--- src/hdl/sdspi_pkg.sv ---
// ----------------------------------------------------------------------------
// SD SPI engine package
// Shared request/result types, codes and constants.
// ----------------------------------------------------------------------------
package sdspi_pkg;

  localparam int unsigned WriteBlockBytes = 512;
  localparam int unsigned WbW = $clog2(WriteBlockBytes + 1);
  // byte counter covers both the write block and a full 10-bit read length
  localparam int unsigned CntW = (WbW > 10) ? WbW : 10;
  localparam int unsigned QDepth = 2;
  localparam int unsigned QPtrW = $clog2(QDepth);
  localparam int unsigned QCntW = $clog2(QDepth + 1);

  localparam logic [1:0] REQ_START = 2'd0;
  localparam logic [1:0] REQ_XFER  = 2'd1;
  localparam logic [1:0] REQ_TICK  = 2'd2;

  localparam logic [2:0] OP_CMD    = 3'd0;
  localparam logic [2:0] OP_CMD_RD = 3'd1;
  localparam logic [2:0] OP_CMD_WR = 3'd2;
  localparam logic [2:0] OP_RD     = 3'd3;
  localparam logic [2:0] OP_WR     = 3'd4;
  localparam logic [2:0] OP_DESEL  = 3'd5;

  localparam logic [1:0] CFG_READY_TO = 2'd0;
  localparam logic [1:0] CFG_TOKEN_TO = 2'd1;
  localparam logic [1:0] CFG_POLLS    = 2'd2;

  localparam logic [2:0] ST_OK       = 3'd0;
  localparam logic [2:0] ST_NOT_RDY  = 3'd1;
  localparam logic [2:0] ST_BAD_RESP = 3'd2;
  localparam logic [2:0] ST_TOKEN    = 3'd3;
  localparam logic [2:0] ST_WR_REJ   = 3'd4;
  localparam logic [2:0] ST_PREFIX   = 3'd5;

  typedef struct packed {
    logic [1:0]  req_type;
    logic [2:0]  op;
    logic [5:0]  cmd_index;
    logic        app_cmd;
    logic [31:0] argument;
    logic [9:0]  data_length;
    logic [7:0]  data_token;
    logic [7:0]  card_byte;
    logic [7:0]  write_byte;
  } req_t;

  typedef struct packed {
    logic       send_valid;
    logic [7:0] send_byte;
    logic       chip_select_high;
    logic       want_write_byte;
    logic       read_valid;
    logic [7:0] read_byte;
    logic       done_res;
    logic [2:0] status;
    logic [7:0] response;
  } res_t;

  typedef struct packed {
    logic [9:0] ready_to;
    logic [9:0] token_to;
    logic [7:0] polls;
  } cfg_t;

endpackage

--- src/hdl/sdspi_front.sv ---
// ----------------------------------------------------------------------------
// SD SPI front
// Holds configuration registers and a short request queue feeding the engine.
// ----------------------------------------------------------------------------
module sdspi_front (
  input  logic              clk,
  input  logic              rst,
  input  logic              cfg_we,
  input  logic [1:0]        cfg_index,
  input  logic [9:0]        cfg_data,
  input  logic              push,
  output logic              full,
  input  sdspi_pkg::req_t   req,
  output logic              q_valid,
  input  logic              q_take,
  output sdspi_pkg::req_t   q_req,
  output sdspi_pkg::cfg_t   cfg
);
  sdspi_pkg::req_t slot [sdspi_pkg::QDepth];
  logic [sdspi_pkg::QCntW-1:0] cnt;
  logic [sdspi_pkg::QPtrW-1:0] wp, rp;
  logic do_push, do_pop;

  assign full = (cnt == sdspi_pkg::QCntW'(sdspi_pkg::QDepth));
  assign q_valid = (cnt != '0);
  assign q_req = slot[rp];
  assign do_push = push && !full;
  assign do_pop = q_take && q_valid;

  always_ff @(posedge clk) begin
    if (rst) begin
      cnt <= '0;
      wp <= '0;
      rp <= '0;
      cfg <= '{ready_to: 10'd500, token_to: 10'd100, polls: 8'd10};
    end else begin
      if (do_push) begin
        wp <= (wp == sdspi_pkg::QPtrW'(sdspi_pkg::QDepth - 1)) ? '0 : wp + 1'b1;
      end
      if (do_pop) begin
        rp <= (rp == sdspi_pkg::QPtrW'(sdspi_pkg::QDepth - 1)) ? '0 : rp + 1'b1;
      end
      cnt <= cnt + sdspi_pkg::QCntW'(do_push) - sdspi_pkg::QCntW'(do_pop);
      if (cfg_we) begin
        unique case (cfg_index)
          sdspi_pkg::CFG_READY_TO: cfg.ready_to <= cfg_data;
          sdspi_pkg::CFG_TOKEN_TO: cfg.token_to <= cfg_data;
          sdspi_pkg::CFG_POLLS:    cfg.polls <= cfg_data[7:0];
          default: ;
        endcase
      end
    end
    if (do_push) slot[wp] <= req;
  end
endmodule

--- src/hdl/sdspi_back.sv ---
// ----------------------------------------------------------------------------
// SD SPI back
// Sequencer that turns each request into one result, with an output queue.
// ----------------------------------------------------------------------------
module sdspi_back (
  input  logic              clk,
  input  logic              rst,
  input  logic              q_valid,
  output logic              q_take,
  input  sdspi_pkg::req_t   q_req,
  input  sdspi_pkg::cfg_t   cfg,
  output logic              empty,
  input  logic              pop,
  output sdspi_pkg::res_t   res
);
  typedef enum logic [4:0] {
    PH_IDLE, PH_DESEL, PH_RDY_DUMMY, PH_RDY_POLL, PH_SEL_FAIL, PH_CMD,
    PH_STUFF, PH_RESP, PH_TOK_POLL, PH_RD_DATA, PH_RD_CRC, PH_W_TOKEN,
    PH_W_DATA, PH_W_CRC, PH_W_RESP, PH_DESEL_OP
  } phase_t;

  phase_t phase, phase_next;
  logic [sdspi_pkg::CntW-1:0] byte_count, byte_count_next;
  logic [9:0] ready_timer, ready_timer_next, token_timer, token_timer_next;
  logic [7:0] poll_count, poll_count_next;
  logic [5:0] saved_command, saved_command_next;
  logic [31:0] saved_argument, saved_argument_next;
  logic [2:0] saved_op, saved_op_next;
  logic [9:0] saved_length, saved_length_next;
  logic [7:0] saved_token, saved_token_next;
  logic [7:0] last_response, last_response_next;
  logic cs_high, cs_high_next, in_prefix, in_prefix_next, writing, writing_next;

  sdspi_pkg::res_t oq [sdspi_pkg::QDepth];
  logic [sdspi_pkg::QCntW-1:0] ocnt;
  logic [sdspi_pkg::QPtrW-1:0] owp, orp;
  logic opop;
  sdspi_pkg::res_t r;

  logic [7:0] b, wb;
  logic [5:0] cc;
  logic [31:0] ca;

  assign q_take = q_valid && (ocnt != sdspi_pkg::QCntW'(sdspi_pkg::QDepth));
  assign empty = (ocnt == '0);
  assign res = oq[orp];
  assign opop = pop && !empty;
  assign b = q_req.card_byte;
  assign wb = q_req.write_byte;
  assign cc = in_prefix ? 6'd55 : saved_command;
  assign ca = in_prefix ? 32'd0 : saved_argument;

  function automatic logic [7:0] frame(input logic [2:0] k, input logic [5:0] c,
                                       input logic [31:0] a);
    logic [7:0] v;
    unique case (k)
      3'd0: v = {2'b01, c};
      3'd1: v = a[31:24];
      3'd2: v = a[23:16];
      3'd3: v = a[15:8];
      3'd4: v = a[7:0];
      default: v = (c == 6'd0) ? 8'h95 : ((c == 6'd8) ? 8'h87 : 8'h01);
    endcase
    return v;
  endfunction

  always_comb begin
    phase_next = phase; byte_count_next = byte_count;
    ready_timer_next = ready_timer; token_timer_next = token_timer;
    poll_count_next = poll_count; saved_command_next = saved_command;
    saved_argument_next = saved_argument; saved_op_next = saved_op;
    saved_length_next = saved_length; saved_token_next = saved_token;
    last_response_next = last_response; cs_high_next = cs_high;
    in_prefix_next = in_prefix; writing_next = writing;
    r = '0;
    // result fields taken after state update; flags set below
    begin : seq
      logic sv, wt, rv, dn;
      logic [7:0] sb, rb;
      logic [2:0] st;
      sv = 1'b0; wt = 1'b0; rv = 1'b0; dn = 1'b0; sb = '0; rb = '0; st = '0;
      if (q_req.req_type == sdspi_pkg::REQ_TICK) begin
        if (ready_timer != 0) ready_timer_next = ready_timer - 10'd1;
        if (token_timer != 0) token_timer_next = token_timer - 10'd1;
      end else if (q_req.req_type == sdspi_pkg::REQ_START) begin
        if (phase == PH_IDLE) begin
          saved_op_next = q_req.op;
          saved_command_next = q_req.cmd_index;
          in_prefix_next = 1'b0;
          saved_argument_next = q_req.argument;
          saved_length_next = q_req.data_length;
          saved_token_next = q_req.data_token;
          writing_next = 1'b0;
          sv = 1'b1; sb = 8'hFF;
          unique case (q_req.op)
            sdspi_pkg::OP_CMD, sdspi_pkg::OP_CMD_RD, sdspi_pkg::OP_CMD_WR: begin
              in_prefix_next = q_req.app_cmd; cs_high_next = 1'b1; phase_next = PH_DESEL;
            end
            sdspi_pkg::OP_RD: begin
              token_timer_next = cfg.token_to; phase_next = PH_TOK_POLL;
            end
            sdspi_pkg::OP_WR: begin
              writing_next = 1'b1; ready_timer_next = cfg.ready_to;
              phase_next = PH_RDY_DUMMY;
            end
            sdspi_pkg::OP_DESEL: begin cs_high_next = 1'b1; phase_next = PH_DESEL_OP; end
            default: begin sv = 1'b0; sb = '0; dn = 1'b1; phase_next = PH_IDLE; end
          endcase
        end
      end else if (q_req.req_type == sdspi_pkg::REQ_XFER && phase != PH_IDLE) begin
        sv = 1'b1; sb = 8'hFF;
        unique case (phase)
          PH_DESEL: begin
            cs_high_next = 1'b0; ready_timer_next = cfg.ready_to; phase_next = PH_RDY_DUMMY;
          end
          PH_RDY_DUMMY: phase_next = PH_RDY_POLL;
          PH_RDY_POLL: begin
            if (b == 8'hFF) begin
              if (writing) begin
                phase_next = PH_W_TOKEN; sb = saved_token; wt = (saved_token != 8'hFD);
              end else begin
                phase_next = PH_CMD; byte_count_next = '0; sb = frame(3'd0, cc, ca);
              end
            end else if (ready_timer == 0) begin
              if (writing) begin
                sv = 1'b0; sb = '0; dn = 1'b1; st = sdspi_pkg::ST_NOT_RDY;
                phase_next = PH_IDLE;
              end else begin
                cs_high_next = 1'b1; phase_next = PH_SEL_FAIL;
              end
            end
          end
          PH_SEL_FAIL: begin
            last_response_next = 8'hFF; sv = 1'b0; sb = '0; dn = 1'b1;
            st = in_prefix ? sdspi_pkg::ST_PREFIX : sdspi_pkg::ST_NOT_RDY;
            phase_next = PH_IDLE;
          end
          PH_CMD: begin
            byte_count_next = byte_count + 1'b1;
            if (byte_count < 5) sb = frame(3'(byte_count + 1'b1), cc, ca);
            else begin
              poll_count_next = (cfg.polls != 0) ? cfg.polls : 8'd1;
              phase_next = (cc == 6'd12) ? PH_STUFF : PH_RESP;
            end
          end
          PH_STUFF: phase_next = PH_RESP;
          PH_RESP: begin
            if (b[7] && poll_count > 1) poll_count_next = poll_count - 8'd1;
            else begin
              last_response_next = b;
              if (in_prefix) begin
                if (b > 8'd1) begin
                  sv = 1'b0; sb = '0; dn = 1'b1; st = sdspi_pkg::ST_PREFIX;
                  phase_next = PH_IDLE;
                end else begin
                  in_prefix_next = 1'b0; cs_high_next = 1'b1; phase_next = PH_DESEL;
                end
              end else if (saved_op == sdspi_pkg::OP_CMD || b != 0) begin
                sv = 1'b0; sb = '0; dn = 1'b1; phase_next = PH_IDLE;
                st = (saved_op == sdspi_pkg::OP_CMD && !b[7]) ? sdspi_pkg::ST_OK
                                                             : sdspi_pkg::ST_BAD_RESP;
              end else if (saved_op == sdspi_pkg::OP_CMD_RD) begin
                token_timer_next = cfg.token_to; phase_next = PH_TOK_POLL;
              end else begin
                writing_next = 1'b1; ready_timer_next = cfg.ready_to;
                phase_next = PH_RDY_DUMMY;
              end
            end
          end
          PH_TOK_POLL: begin
            if (!(b == 8'hFF && token_timer != 0)) begin
              if (b != 8'hFE) begin
                sv = 1'b0; sb = '0; dn = 1'b1; st = sdspi_pkg::ST_TOKEN;
                phase_next = PH_IDLE;
              end else begin
                byte_count_next = '0;
                phase_next = (saved_length != 0) ? PH_RD_DATA : PH_RD_CRC;
              end
            end
          end
          PH_RD_DATA: begin
            rv = 1'b1; rb = b;
            byte_count_next = byte_count + 1'b1;
            if ((byte_count + 1'b1) >= sdspi_pkg::CntW'(saved_length)) begin
              phase_next = PH_RD_CRC; byte_count_next = '0;
            end
          end
          PH_RD_CRC: begin
            byte_count_next = byte_count + 1'b1;
            if (byte_count != 0) begin
              sv = 1'b0; sb = '0; dn = 1'b1; phase_next = PH_IDLE;
            end
          end
          PH_W_TOKEN: begin
            if (saved_token == 8'hFD) begin
              sv = 1'b0; sb = '0; dn = 1'b1; phase_next = PH_IDLE;
            end else begin
              byte_count_next = sdspi_pkg::CntW'(1); phase_next = PH_W_DATA; sb = wb;
              wt = (1 < sdspi_pkg::WriteBlockBytes);
            end
          end
          PH_W_DATA: begin
            if (byte_count < sdspi_pkg::CntW'(sdspi_pkg::WriteBlockBytes)) begin
              byte_count_next = byte_count + 1'b1; sb = wb;
              wt = ((byte_count + 1'b1) < sdspi_pkg::CntW'(sdspi_pkg::WriteBlockBytes));
            end else begin
              phase_next = PH_W_CRC; byte_count_next = '0;
            end
          end
          PH_W_CRC: begin
            byte_count_next = byte_count + 1'b1;
            if (byte_count != 0) phase_next = PH_W_RESP;
          end
          PH_W_RESP: begin
            sv = 1'b0; sb = '0; dn = 1'b1; phase_next = PH_IDLE;
            st = (b[4:0] == 5'h05) ? sdspi_pkg::ST_OK : sdspi_pkg::ST_WR_REJ;
          end
          PH_DESEL_OP: begin sv = 1'b0; sb = '0; dn = 1'b1; phase_next = PH_IDLE; end
          default: begin sv = 1'b0; sb = '0; phase_next = PH_IDLE; end
        endcase
      end
      r.send_valid = sv; r.send_byte = sb; r.chip_select_high = cs_high_next;
      r.want_write_byte = wt; r.read_valid = rv; r.read_byte = rb;
      r.done_res = dn; r.status = st; r.response = last_response_next;
    end
  end

  always_ff @(posedge clk) begin
    if (rst) begin
      phase <= PH_IDLE; byte_count <= '0; ready_timer <= '0; token_timer <= '0;
      poll_count <= '0; saved_command <= '0; saved_argument <= '0; saved_op <= '0;
      saved_length <= '0; saved_token <= '0; last_response <= 8'hFF;
      cs_high <= 1'b1; in_prefix <= 1'b0; writing <= 1'b0;
      ocnt <= '0; owp <= '0; orp <= '0;
    end else begin
      if (q_take) begin
        phase <= phase_next; byte_count <= byte_count_next;
        ready_timer <= ready_timer_next; token_timer <= token_timer_next;
        poll_count <= poll_count_next; saved_command <= saved_command_next;
        saved_argument <= saved_argument_next; saved_op <= saved_op_next;
        saved_length <= saved_length_next; saved_token <= saved_token_next;
        last_response <= last_response_next; cs_high <= cs_high_next;
        in_prefix <= in_prefix_next; writing <= writing_next;
        owp <= (owp == sdspi_pkg::QPtrW'(sdspi_pkg::QDepth - 1)) ? '0 : owp + 1'b1;
      end
      if (opop) begin
        orp <= (orp == sdspi_pkg::QPtrW'(sdspi_pkg::QDepth - 1)) ? '0 : orp + 1'b1;
      end
      ocnt <= ocnt + sdspi_pkg::QCntW'(q_take) - sdspi_pkg::QCntW'(opop);
    end
    if (q_take) oq[owp] <= r;
  end
endmodule

--- src/hdl/sd_spi_command_block_engine_core.sv ---
// ----------------------------------------------------------------------------
// SD SPI command/block engine
// Host engine for an SD card in SPI mode, one byte exchange per request.
// ----------------------------------------------------------------------------
// Usage: push a request (start, exchange completed, or 1 ms tick) while full
// is low. Each request yields exactly one result, read while empty is low
// and taken with pop. A result names the next byte to exchange, chip select,
// read payload, or completion status with the last R1 byte.
// Flow: a request enters a two-entry input queue, the sequencer handles
// one request per cycle from it while the output queue has room, and the
// result is written into a two-entry output queue when the sequencer takes
// the request. Sustained rate is one request per cycle, set by the single
// sequencer step, as long as the result side does not stall.
// When the result side stalls, the output queue fills, the sequencer holds,
// then the input queue fills and full rises.
// Reset clears both queues, returns the sequencer to idle, and loads the
// timeouts 500 ms and 100 ms and 10 response polls. Configuration writes
// (we, index, data) take effect on the next edge.
// ----------------------------------------------------------------------------
module sd_spi_command_block_engine_core (
  input  logic              clk,
  input  logic              rst,
  input  logic              we,
  input  logic [1:0]        index,
  input  logic [9:0]        data,
  input  logic              push,
  output logic              full,
  input  sdspi_pkg::req_t   req,
  output logic              empty,
  input  logic              pop,
  output sdspi_pkg::res_t   res
);
  logic q_valid, q_take;
  sdspi_pkg::req_t q_req;
  sdspi_pkg::cfg_t cfg;

  sdspi_front u_front (
    .clk, .rst, .cfg_we(we), .cfg_index(index), .cfg_data(data),
    .push, .full, .req, .q_valid, .q_take, .q_req, .cfg
  );

  sdspi_back u_back (
    .clk, .rst, .q_valid, .q_take, .q_req, .cfg, .empty, .pop, .res
  );

  a_take_valid: assert property (@(posedge clk) disable iff (rst)
    q_take |-> q_valid) else $error("take without queued request");
  a_done_quiet: assert property (@(posedge clk) disable iff (rst)
    (!empty && res.done_res) |-> !res.send_valid) else $error("done with send");
  a_full_hold: assert property (@(posedge clk) disable iff (rst)
    (full && !q_take) |=> full) else $error("full dropped without take");
endmodule
--- config.mk ---
export PLATFORM = sky130hd
export DESIGN_NAME = sd_spi_command_block_engine_core
export DESIGN_NICKNAME = d
export VERILOG_FILES = /design/src/hdl/sdspi_pkg.sv /design/src/hdl/sdspi_front.sv /design/src/hdl/sdspi_back.sv /design/src/hdl/sd_spi_command_block_engine_core.sv
export SDC_FILE = /design/constraint.sdc
export NUM_CORES = 1
export LEC_CHECK = 0
export BUFFER_PORTS_ARGS = -buffer_cell sky130_fd_sc_hd__buf_2
export CAP_MARGIN = 20
export CORE_AREA = 2 2 185 187
export CTS_BUF_LIST = sky130_fd_sc_hd__clkbuf_16
export CTS_CLUSTER_SIZE = 40
export DETAILED_ROUTE_END_ITERATION = 16
export DIE_AREA = 0 0 187 189
export PLACE_DENSITY = 0.68
export SETUP_SLACK_MARGIN = 0.05
export SYNTH_ARGS = -nofsm -noshare
export SYNTH_HDL_FRONTEND = slang
export SYNTH_SLANG_ARGS = --single-unit
--- constraint.sdc ---
create_clock -name clk -period 9 [get_ports clk]
set_input_delay 1.8 -clock clk [delete_from_list [all_inputs] [get_ports clk]]
set_output_delay 1.8 -clock clk [all_outputs]
set_load 0.1 [all_outputs]
Word level (Yosys, flattened, before mapping):

Memory sizes are Yosys's and may differ from the RTL's. A register that Yosys moved wholly into a read port is not among the register bits.
Cells that the tools add are included.

* flip-flop bits (word level): 149
* memories kept: 2
* RAM bits: 220
* logic and storage cells: 363

Memory list
* u_front.slot: words 2, width 78, read ports 1, clocked after memory_dff 1, write ports 1, line sdspi_front.sv:19 `sdspi_pkg::req_t slot [sdspi_pkg::QDepth];`
* u_back.oq: words 2, width 32, read ports 1, clocked after memory_dff 1, write ports 1, line sdspi_back.sv:34 `sdspi_pkg::res_t oq [sdspi_pkg::QDepth];`

* muxes and demuxes: 193
* $lt $le $gt $ge: 6
* bitwise logic cells: 2
* eq/ne operators: 70
* reductions and logical operators: 55
* $add $sub $neg: 12

Operators by type and width (count)
* $mux 10: 28
* $mux 8: 32
* $mux 1: 84
* $mux 5: 15
* $pmux 8 s8: 1
* $pmux 10 s6: 1
* $pmux 5 s12: 1
* $eq 5x4->1 const B: 8
* $pmux 8 s5: 1
* $reduce_bool 10->1: 4
* $mux 3: 13
* $mux 32: 1
* $pmux 8 s2: 2
* $reduce_and 10->1: 3
* $eq 5x3->1 const B: 5
* $ne 3x2->1 const B: 7
* $lt 10x10->1 const B: 2
* $ne 2x2->1 const B: 10
* $pmux 10 s2: 1
* $sub 10x1->10 const B: 2
* $eq 8x8->1 const B: 2
* $gt 8x1->1 const B: 2
* $ne 8x8->1 const B: 2
* $pmux 4 s4: 1
* 53 further kinds: 110

Depth between registers and ports, before layout:

Gate-level depths: netlist of run 1.

* word-level depth: 10
* mapped depth: 14
* depth with buffers taken out: 13

Cells and area by module:

From an unflattened synthesis of run 1, not the netlist that was laid out.

* cell total of the unflattened synthesis: 1521
* area total of the unflattened synthesis: 16779.8 um^2

Modules (own cells, without submodules)
* sdspi_back: cells an instance 1141, area an instance 9897.0 um^2, times used 1
* sdspi_front: cells an instance 380, area an instance 6882.9 um^2, times used 1

Worst setup path before layout of run 1:

No wires, ideal clock.

* kind: input to register
* start point: input port push
* end point: memory u_front.slot[0][0] (netlist bit), enable pin
* required time: 8485 ps
* data arrival time: 5141 ps
* setup slack: 3345 ps
* stages: 2
* cell sequence: nand2_1 -> nor2_1

* cells in the longest elaborated chain, start to end: 3

RTL lines
* start, declared: line sd_spi_command_block_engine_core.sv:26 `input logic push,`
* $logic_and 1x1->1: line sdspi_front.sv:27 `assign do_push = push && !full;`
* $mux 1: line sdspi_front.sv:53 `if (do_push) slot[wp] <= req;`
* $mux 1 (implied by the code): line sdspi_front.sv:53
* end, declared: line sdspi_front.sv:19

No other way between the ends.

==> results by group, run 1 <==
Synth
  • Mapped Cells: around 1500
  • Asr flop ratio synth: 0%
  • Syn avg cell area: roughly 11 um^2
  • Synthesized flop and latch total: 370
  • Synth warn: 0
  • Syn nets: roughly 1600
  • Synth cell types: between 70 and 80
  • Most used flip-flop cell after synthesis: edfxtp_1
  • Post-Syn Area: 16500 um^2
  • Number of synthesized flops with an enable pin: 220
  • Part of the Yosys area used for sequential elements: 58.1%

Die
  • Die Ht: roughly 190 um
  • Initial Utilization: 49.7%
  • Die area: 35300 um^2
  • # IOs: 129
  • Die width: about 190 um
  • Core area: approximately 33000 um^2
  • Cell row count: 67

Timing
  • Hold Violations, Final: 0
  • Slew Limit Headroom: 24.2%
  • Final setup fails: 0
  • Skew final: 0.0171 ns
  • Worst Setup Slack, final: 4.67 ns
  • Setup_tns: 0 ns
  • Max Slew Vio Count: 0
  • Slew at the pin closest to its max-slew limit: 1.14 ns
  • Minimum clock period: 4.33 ns
  • F_max: between 200 and 250 MHz
  • Share of the clock period used by the worst path: 48.1%
  • RSZ-0062 raised after global routing: false

Setup path
  • R2r setup slk: 4.67 ns
  • R2R Path End: u_back.token_timer[2]
  • WP data required: between 9 and 10 ns
  • Cell family with most CP delay: simple AND/OR/NAND/NOR gates
  • Worst path slowest cell: dfxtp_4
  • Startpoint Class: flop
  • Critical-path cell list: buf_4 > mux2i_1 > a31oi_1 > nor3_2 > a31oi_1 > nor3_2 > o21ai_0 > a31o_2
  • Slowest stage delay, CP: ~0.82 ns
  • Crit path max fanout: 48
  • Worst R2R Path Depth: 8
  • CP endpoint kind: flop
  • WP data arrival: 4.73 ns
  • CP Class: flop to flop
  • Critical path buffers and inverters: 1

Power and ir drop
  • Tot Pwr: 5780 uW
  • Max VDD drop: 293 uV
  • Leak: 0.00663 uW
  • PD cells: around 310 nW/um^2

Detailed routing
  • Overall routed net length: 38.7 mm
  • DR WL/cell: 18.7 um
  • Initial drt markers: 979
  • DRC: 0
  • Pre-antenna DRT Iters: 5
  • Routed Antenna Nets: 0
  • Vias per cell: about 5.8
  • Vias post-DR: 12000

Global route
  • First-pass GRT wire length: around 62 mm
  • Largest net degree at the start of global routing: 99
  • Antenna violations before repair: 0
  • Gr usage total: between 20% and 30%
  • Number of global-route vias before repair: approximately 12000
  • Remaining Overflow, GRT: 0

Placed design
  • Port bufs: 128
  • Dpl cell area: approximately 18000 um^2
  • DP Wirelength: 26.3 mm
  • Routability congestion estimate: roughly 0.94
  • Inst Count DP: 1996
  • Dpl ws: 4.69 ns

CTS
  • CTS tree: built
  • Root buf cell: clkbuf_16
  • Total setup buffers inserted after CTS: 0
  • Total CTS buffers: 40
  • Clock Tree Buf Depth: 3
  • Worst-Skew Late Latency: 0.52 ns
  • Clk pin slew, worst setup/hold paths: roughly 0.060 ns
  • Resized cells post-CTS: 0
  • Clock net sink count: 370
  • H-tree levels: 2
  • Post-CTS Hold Buffers: 0

Worst hold path
  • Worst hold start: u_back.last_response[2]
  • Hold Path Stages: 1
  • Min-Delay Path Class: flop to flop
  • Hold Path End: u_back.last_response[2]

Layout
  • Fraction of layout cells with a size suffix above 1: 17.3%
  • Final instance area: 18800 um^2
  • Most common cell after layout, fill and taps aside: edfxtp_1
  • NumNets Final: 1714
  • Ant diodes: 0
  • P&R area growth vs syn: 14.0%
  • Commonest cells after routing, fill and taps aside: 220 x edfxtp_1, 174 x nor2_1, 149 x dfxtp_1
  • Final cell count without fillers: 2069

Outcome
  • Status: finished clean

Flow run
  • Max Cap Viol: 0
==> stage by stage <==
stage	util [%]	hold slack, ns
3_3_place_gp	52.7	0.442
4_1_cts	56.5	0.467
5_1_grt	56.6	0.480
3_5_place_dp	52.7	0.454
2_1_floorplan	-	0.430
6_report	56.6	0.466
==> worst register-to-register path, stage by stage, from the launching register on <==
cell and delay [ns]:
dfxtp_4 0.82, buf_4 0.75, mux2i_1 0.55, a31oi_1 0.24
nor3_2 0.47, a31oi_1 0.24, nor3_2 0.65, o21ai_0 0.21
a31o_2 0.29
==> worst max-delay path by stage <==
stage,start,endpoint,slack [ns],depth (start not counted)
after floorplan,push,u_front.slot[0][0],3.34,2
after global placement,flop,u_back.token_timer[3],4.84,8
after detailed placement,flop,u_back.token_timer[2],4.69,8
after CTS,flop,u_back.token_timer[2],4.69,8
after global routing,flop,u_back.token_timer[2],4.22,8
final,flop,u_back.token_timer[2],4.67,8
==> metal layers <==
| layer | up-vias | GRT usage [%] | routed length [um] |
|---|---|---|---|
| li1 | 5789 | - | - |
| met1 | 5695 | 31.1 | 17900 |
| met2 | 411 | 33.9 | 17600 |
| met3 | 78 | 3.37 | 2070 |
| met4 | 0 | 7.26 | 1090 |
| met5 | - | 0 | 0 |
==> cell usage after synthesis (all sizes together), types with 10 or more instances <==
cell type | n | area share (%)
a211o | 10 | 0.53
a211oi | 70 | 3.2
a21oi | 91 | 2.8
a22oi | 10 | 0.45
a31oi | 23 | 0.87
buf | 12 | 0.45
clkbuf | 72 | 1.6
dfxtp | 150 | 18
edfxtp | 220 | 40
ha | 28 | 2.1
inv | 38 | 0.86
mux2 | 46 | 3.1
mux2i | 86 | 5.2
nand2 | 116 | 2.7
nand2b | 16 | 0.61
nand3 | 37 | 1.1
nor2 | 177 | 4.0
nor2b | 15 | 0.57
nor3 | 31 | 1.0
nor4 | 16 | 0.70
o211ai | 10 | 0.45
o21ai | 60 | 1.8
xnor2 | 10 | 0.53
==> kinds of logic after synthesis <==
kind of cell | count (synthesis) | share of synthesized area [%]
adders and majority gates | 28 | 2.12
xor gates and xnor gates | 16 | 0.848
AOI/OAI and AO/OA | 349 | 14.1
and+or+nand+nor | 470 | 13.4
muxes | 132 | 8.37
buffers and inverters | 122 | 2.95
DFF | 370 | 58.1
==> cell type report <==
cell class,instances,area [um^2]
Clock buffer,41,1030
Sequential cell,370,9610
Tap cell,448,561
Timing Repair Buffer,146,798
Fill cell,2842,14400
Inverter,38,143
Clock inverter,31,244
Multi-Input combinational cell,995,6460
==> flip-flops by register name, summed over array words and instances (netlist names), 2 cells and up, named ones only <==
register	count
u_back.saved_length	10
u_back.ocnt	2
u_back.saved_argument	32
u_front.cnt	2
u_back.phase	4
u_back.token_timer	10
u_back.oq	64
u_front.cfg	28
u_front.slot	156
u_back.last_response	8
u_back.poll_count	8
u_back.saved_command	6
u_back.saved_token	8
u_back.saved_op	3
u_back.ready_timer	10
u_back.byte_count	10
==> where the power goes <==
| group | internal (uW) | switching (uW) |
|---|---|---|
| sequential | 2130 | 164 |
| combinational | 531 | 1370 |
| clock | 940 | 642 |
| total | 3600 | 2180 |
No activity file was read; power rests on OpenSTA's default activity.
==> run 2: changes to the inputs <==
Clock period 9 ns to 4.32 ns, I/O delays scaled along.
==> run 2 against run 1 <==
Compared with the run above: worst setup slack worse by 4.1 ns; via count increased by 0.63%; critical path type unchanged; die area unchanged; first-iteration DRC count fell by 4.6%; combinational power is 110% higher; sequential power rose by 110%; clock power is 110% higher; sequential share of layout area decreased by 0.28 points; largest power group unchanged.
==> results by group, run 2 (synthesis gave the netlist of run 1 again) <==
CTS
  • CTS tree: built
  • Clk pin slew, worst setup/hold paths: 0.07 ns
  • H-tree levels: 2
  • Resized cells post-CTS: 0
  • Root buf cell: clkbuf_16
  • Worst-Skew Late Latency: approximately 0.57 ns
  • Clock Tree Buf Depth: 3
  • Post-CTS Hold Buffers: 0
  • Clock net sink count: 370
  • Total CTS buffers: 40
  • Total setup buffers inserted after CTS: 0

Die
  • Cell row count: 67
  • Die Ht: 189 um
  • Core area: 33300 um^2
  • Initial Utilization: 49.7%
  • Die area: 35300 um^2
  • # IOs: 129
  • Die width: 187 um

Detailed routing
  • Vias per cell: 5.79
  • Initial drt markers: 934
  • Overall routed net length: a little under 40 mm
  • Pre-antenna DRT Iters: 6
  • Routed Antenna Nets: 0
  • DRC: 0
  • DR WL/cell: 18.6 um
  • Vias post-DR: between 10000 and 15000

Layout
  • Fraction of layout cells with a size suffix above 1: 17.7%
  • Max reg flops: 156
  • Ant diodes: 0
  • Fillers: 2827
  • Final instance area: 18900 um^2
  • NumNets Final: 1725
  • P&R area growth vs syn: 14.6%
  • Largest Register: u_front.slot
  • Most common cell after layout, fill and taps aside: edfxtp_1
  • Commonest cells after routing, fill and taps aside: 220 x edfxtp_1, 174 x nor2_1, 149 x dfxtp_1
  • Top Registers: u_front.slot x156, u_back.oq x64, u_back.saved_argument x32

Setup path
  • CP Class: flop to flop
  • R2R Path End: u_back.byte_count[7]
  • Setup crit start: u_back.byte_count[2]
  • Critical-path cell list: nand3_1 > nor2_1 > and3_1 > nand3_1 > ha_1 > ha_1 > nand2_1 > nor2_1 > a211oi_1 > a21oi_1 > nand2b_1 > or3b_2 > a21oi_1
  • Worst R2R Path Depth: 13
  • CP endpoint kind: flop
  • R2r startpoint: u_back.byte_count[2]
  • Worst path slowest cell: dfxtp_1
  • Slowest stage delay, CP: 0.58 ns
  • Crit path max fanout: 14
  • R2r setup slk: 0.53 ns
  • Startpoint Class: flop
  • WP data required: between 4 and 5 ns
  • WP data arrival: 4.27 ns

Timing
  • Slew Limit Headroom: about a third
  • RSZ-0062 raised after global routing: false
  • F_max: roughly 260 MHz
  • Final setup fails: 0
  • Skew final: approximately 0.028 ns
  • Setup_tns: 0 ns
  • Share of the clock period used by the worst path: about 88%
  • Max Slew Vio Count: 0
  • Slew at the pin closest to its max-slew limit: 1.00 ns
  • Hold Violations, Final: 0
  • Minimum clock period: 3.79 ns

Global route
  • First-pass GRT wire length: between 60 and 70 mm
  • Largest net degree at the start of global routing: 76
  • Antenna violations before repair: 0
  • Gr usage total: 22.0%
  • Number of global-route vias before repair: between 10000 and 15000
  • Remaining Overflow, GRT: 0

Placed design
  • DP Wirelength: between 20 and 30 mm
  • Port bufs: approximately 130
  • Dpl cell area: between 15000 and 20000 um^2
  • Routability congestion estimate: ~0.9

Power and ir drop
  • Max VDD drop: 568 uV
  • Leak: 0.00666 uW
  • PD cells: about 630 nW/um^2

Worst hold path
  • Hold Path End: u_front.cfg[17]
  • Worst hold start: u_front.cfg[17]
  • Min-Delay Path Class: flop to flop
  • Hold Path Stages: 2

Flow run
  • Max Cap Viol: 0

Outcome
  • Status: finished clean
-- run 2: cell count changes in the layout (fill, tap and decap cells not counted), sizes merged --
cell | before | now
clkinv | 16 | 23
bufinv | 4 | 3
clkinvlp | 0 | 2
inv | 49 | 44
buf | 146 | 157
clkbuf | 41 | 40
-- run 2: final cells by class --
class / count / area [um^2] / share of cell area [%]
multi-input cells: 995 / 6460 / 34.1
clock inverters: 34 / 284 / 1.50
flip-flops and latches: 370 / 9610 / 50.7
inverters: 38 / 143 / 0.753
repair buffers: 157 / 886 / 4.68
well taps: 448 / 561 / 2.96
clock buffers: 40 / 1000 / 5.28
-- run 2: per-stage QoR --
stage | util [%] | hold WS (ns) | power [uW] | std cells | setup WS (ns)
2_1_floorplan | - | 0.430 | 7890 | 1487 | 0.910
3_3_place_gp | 53.1 | 0.442 | 8720 | 2008 | 0.660
3_5_place_dp | 53.1 | 0.450 | 8780 | 2008 | 0.592
4_1_cts | 56.9 | 0.454 | 12100 | 2082 | 0.552
5_1_grt | 56.9 | 0.461 | 12600 | 2082 | 0.142
6_report | 56.9 | 0.462 | 12000 | 2082 | 0.534
-- run 2: how the worst max path moves through the flow --
stage               slack, ns                   end  cells after the start
floorplan                0.91    u_front.slot[0][0]                      2
global route             0.14  u_back.byte_count[7]                     13
finish                   0.53  u_back.byte_count[7]                     13
detailed placement       0.59  u_back.byte_count[7]                     13
CTS                      0.55  u_back.byte_count[7]                     13
global placement         0.66  u_back.byte_count[7]                     13
-- run 2: power breakdown --
| group | internal (uW) | leakage (uW) | total [uW] | switching, uW |
|---|---|---|---|---|
| clock | 1890 | 0.000642 | 3290 | 1410 |
| combinational | 1120 | 0.00276 | 3990 | 2870 |
| sequential | 4430 | 0.00325 | 4740 | 305 |
-- run 2: routing by layer --
layer	global-route usage, %	vias to the layer above	routed length, um
met4	7.88	0	1090
met5	0	-	0
met3	4.39	66	2150
met1	30.6	5795	17800
li1	-	5834	-
met2	34.3	354	17600
-- run 2: worst max-delay path, delay by kind of cell, from the launching register on --
family | cells | cell delay (ns)
compound gates | 3 | 0.65
fa+ha+maj | 2 | 0.69
flops | 1 | 0.58
simple gates | 8 | 1.79
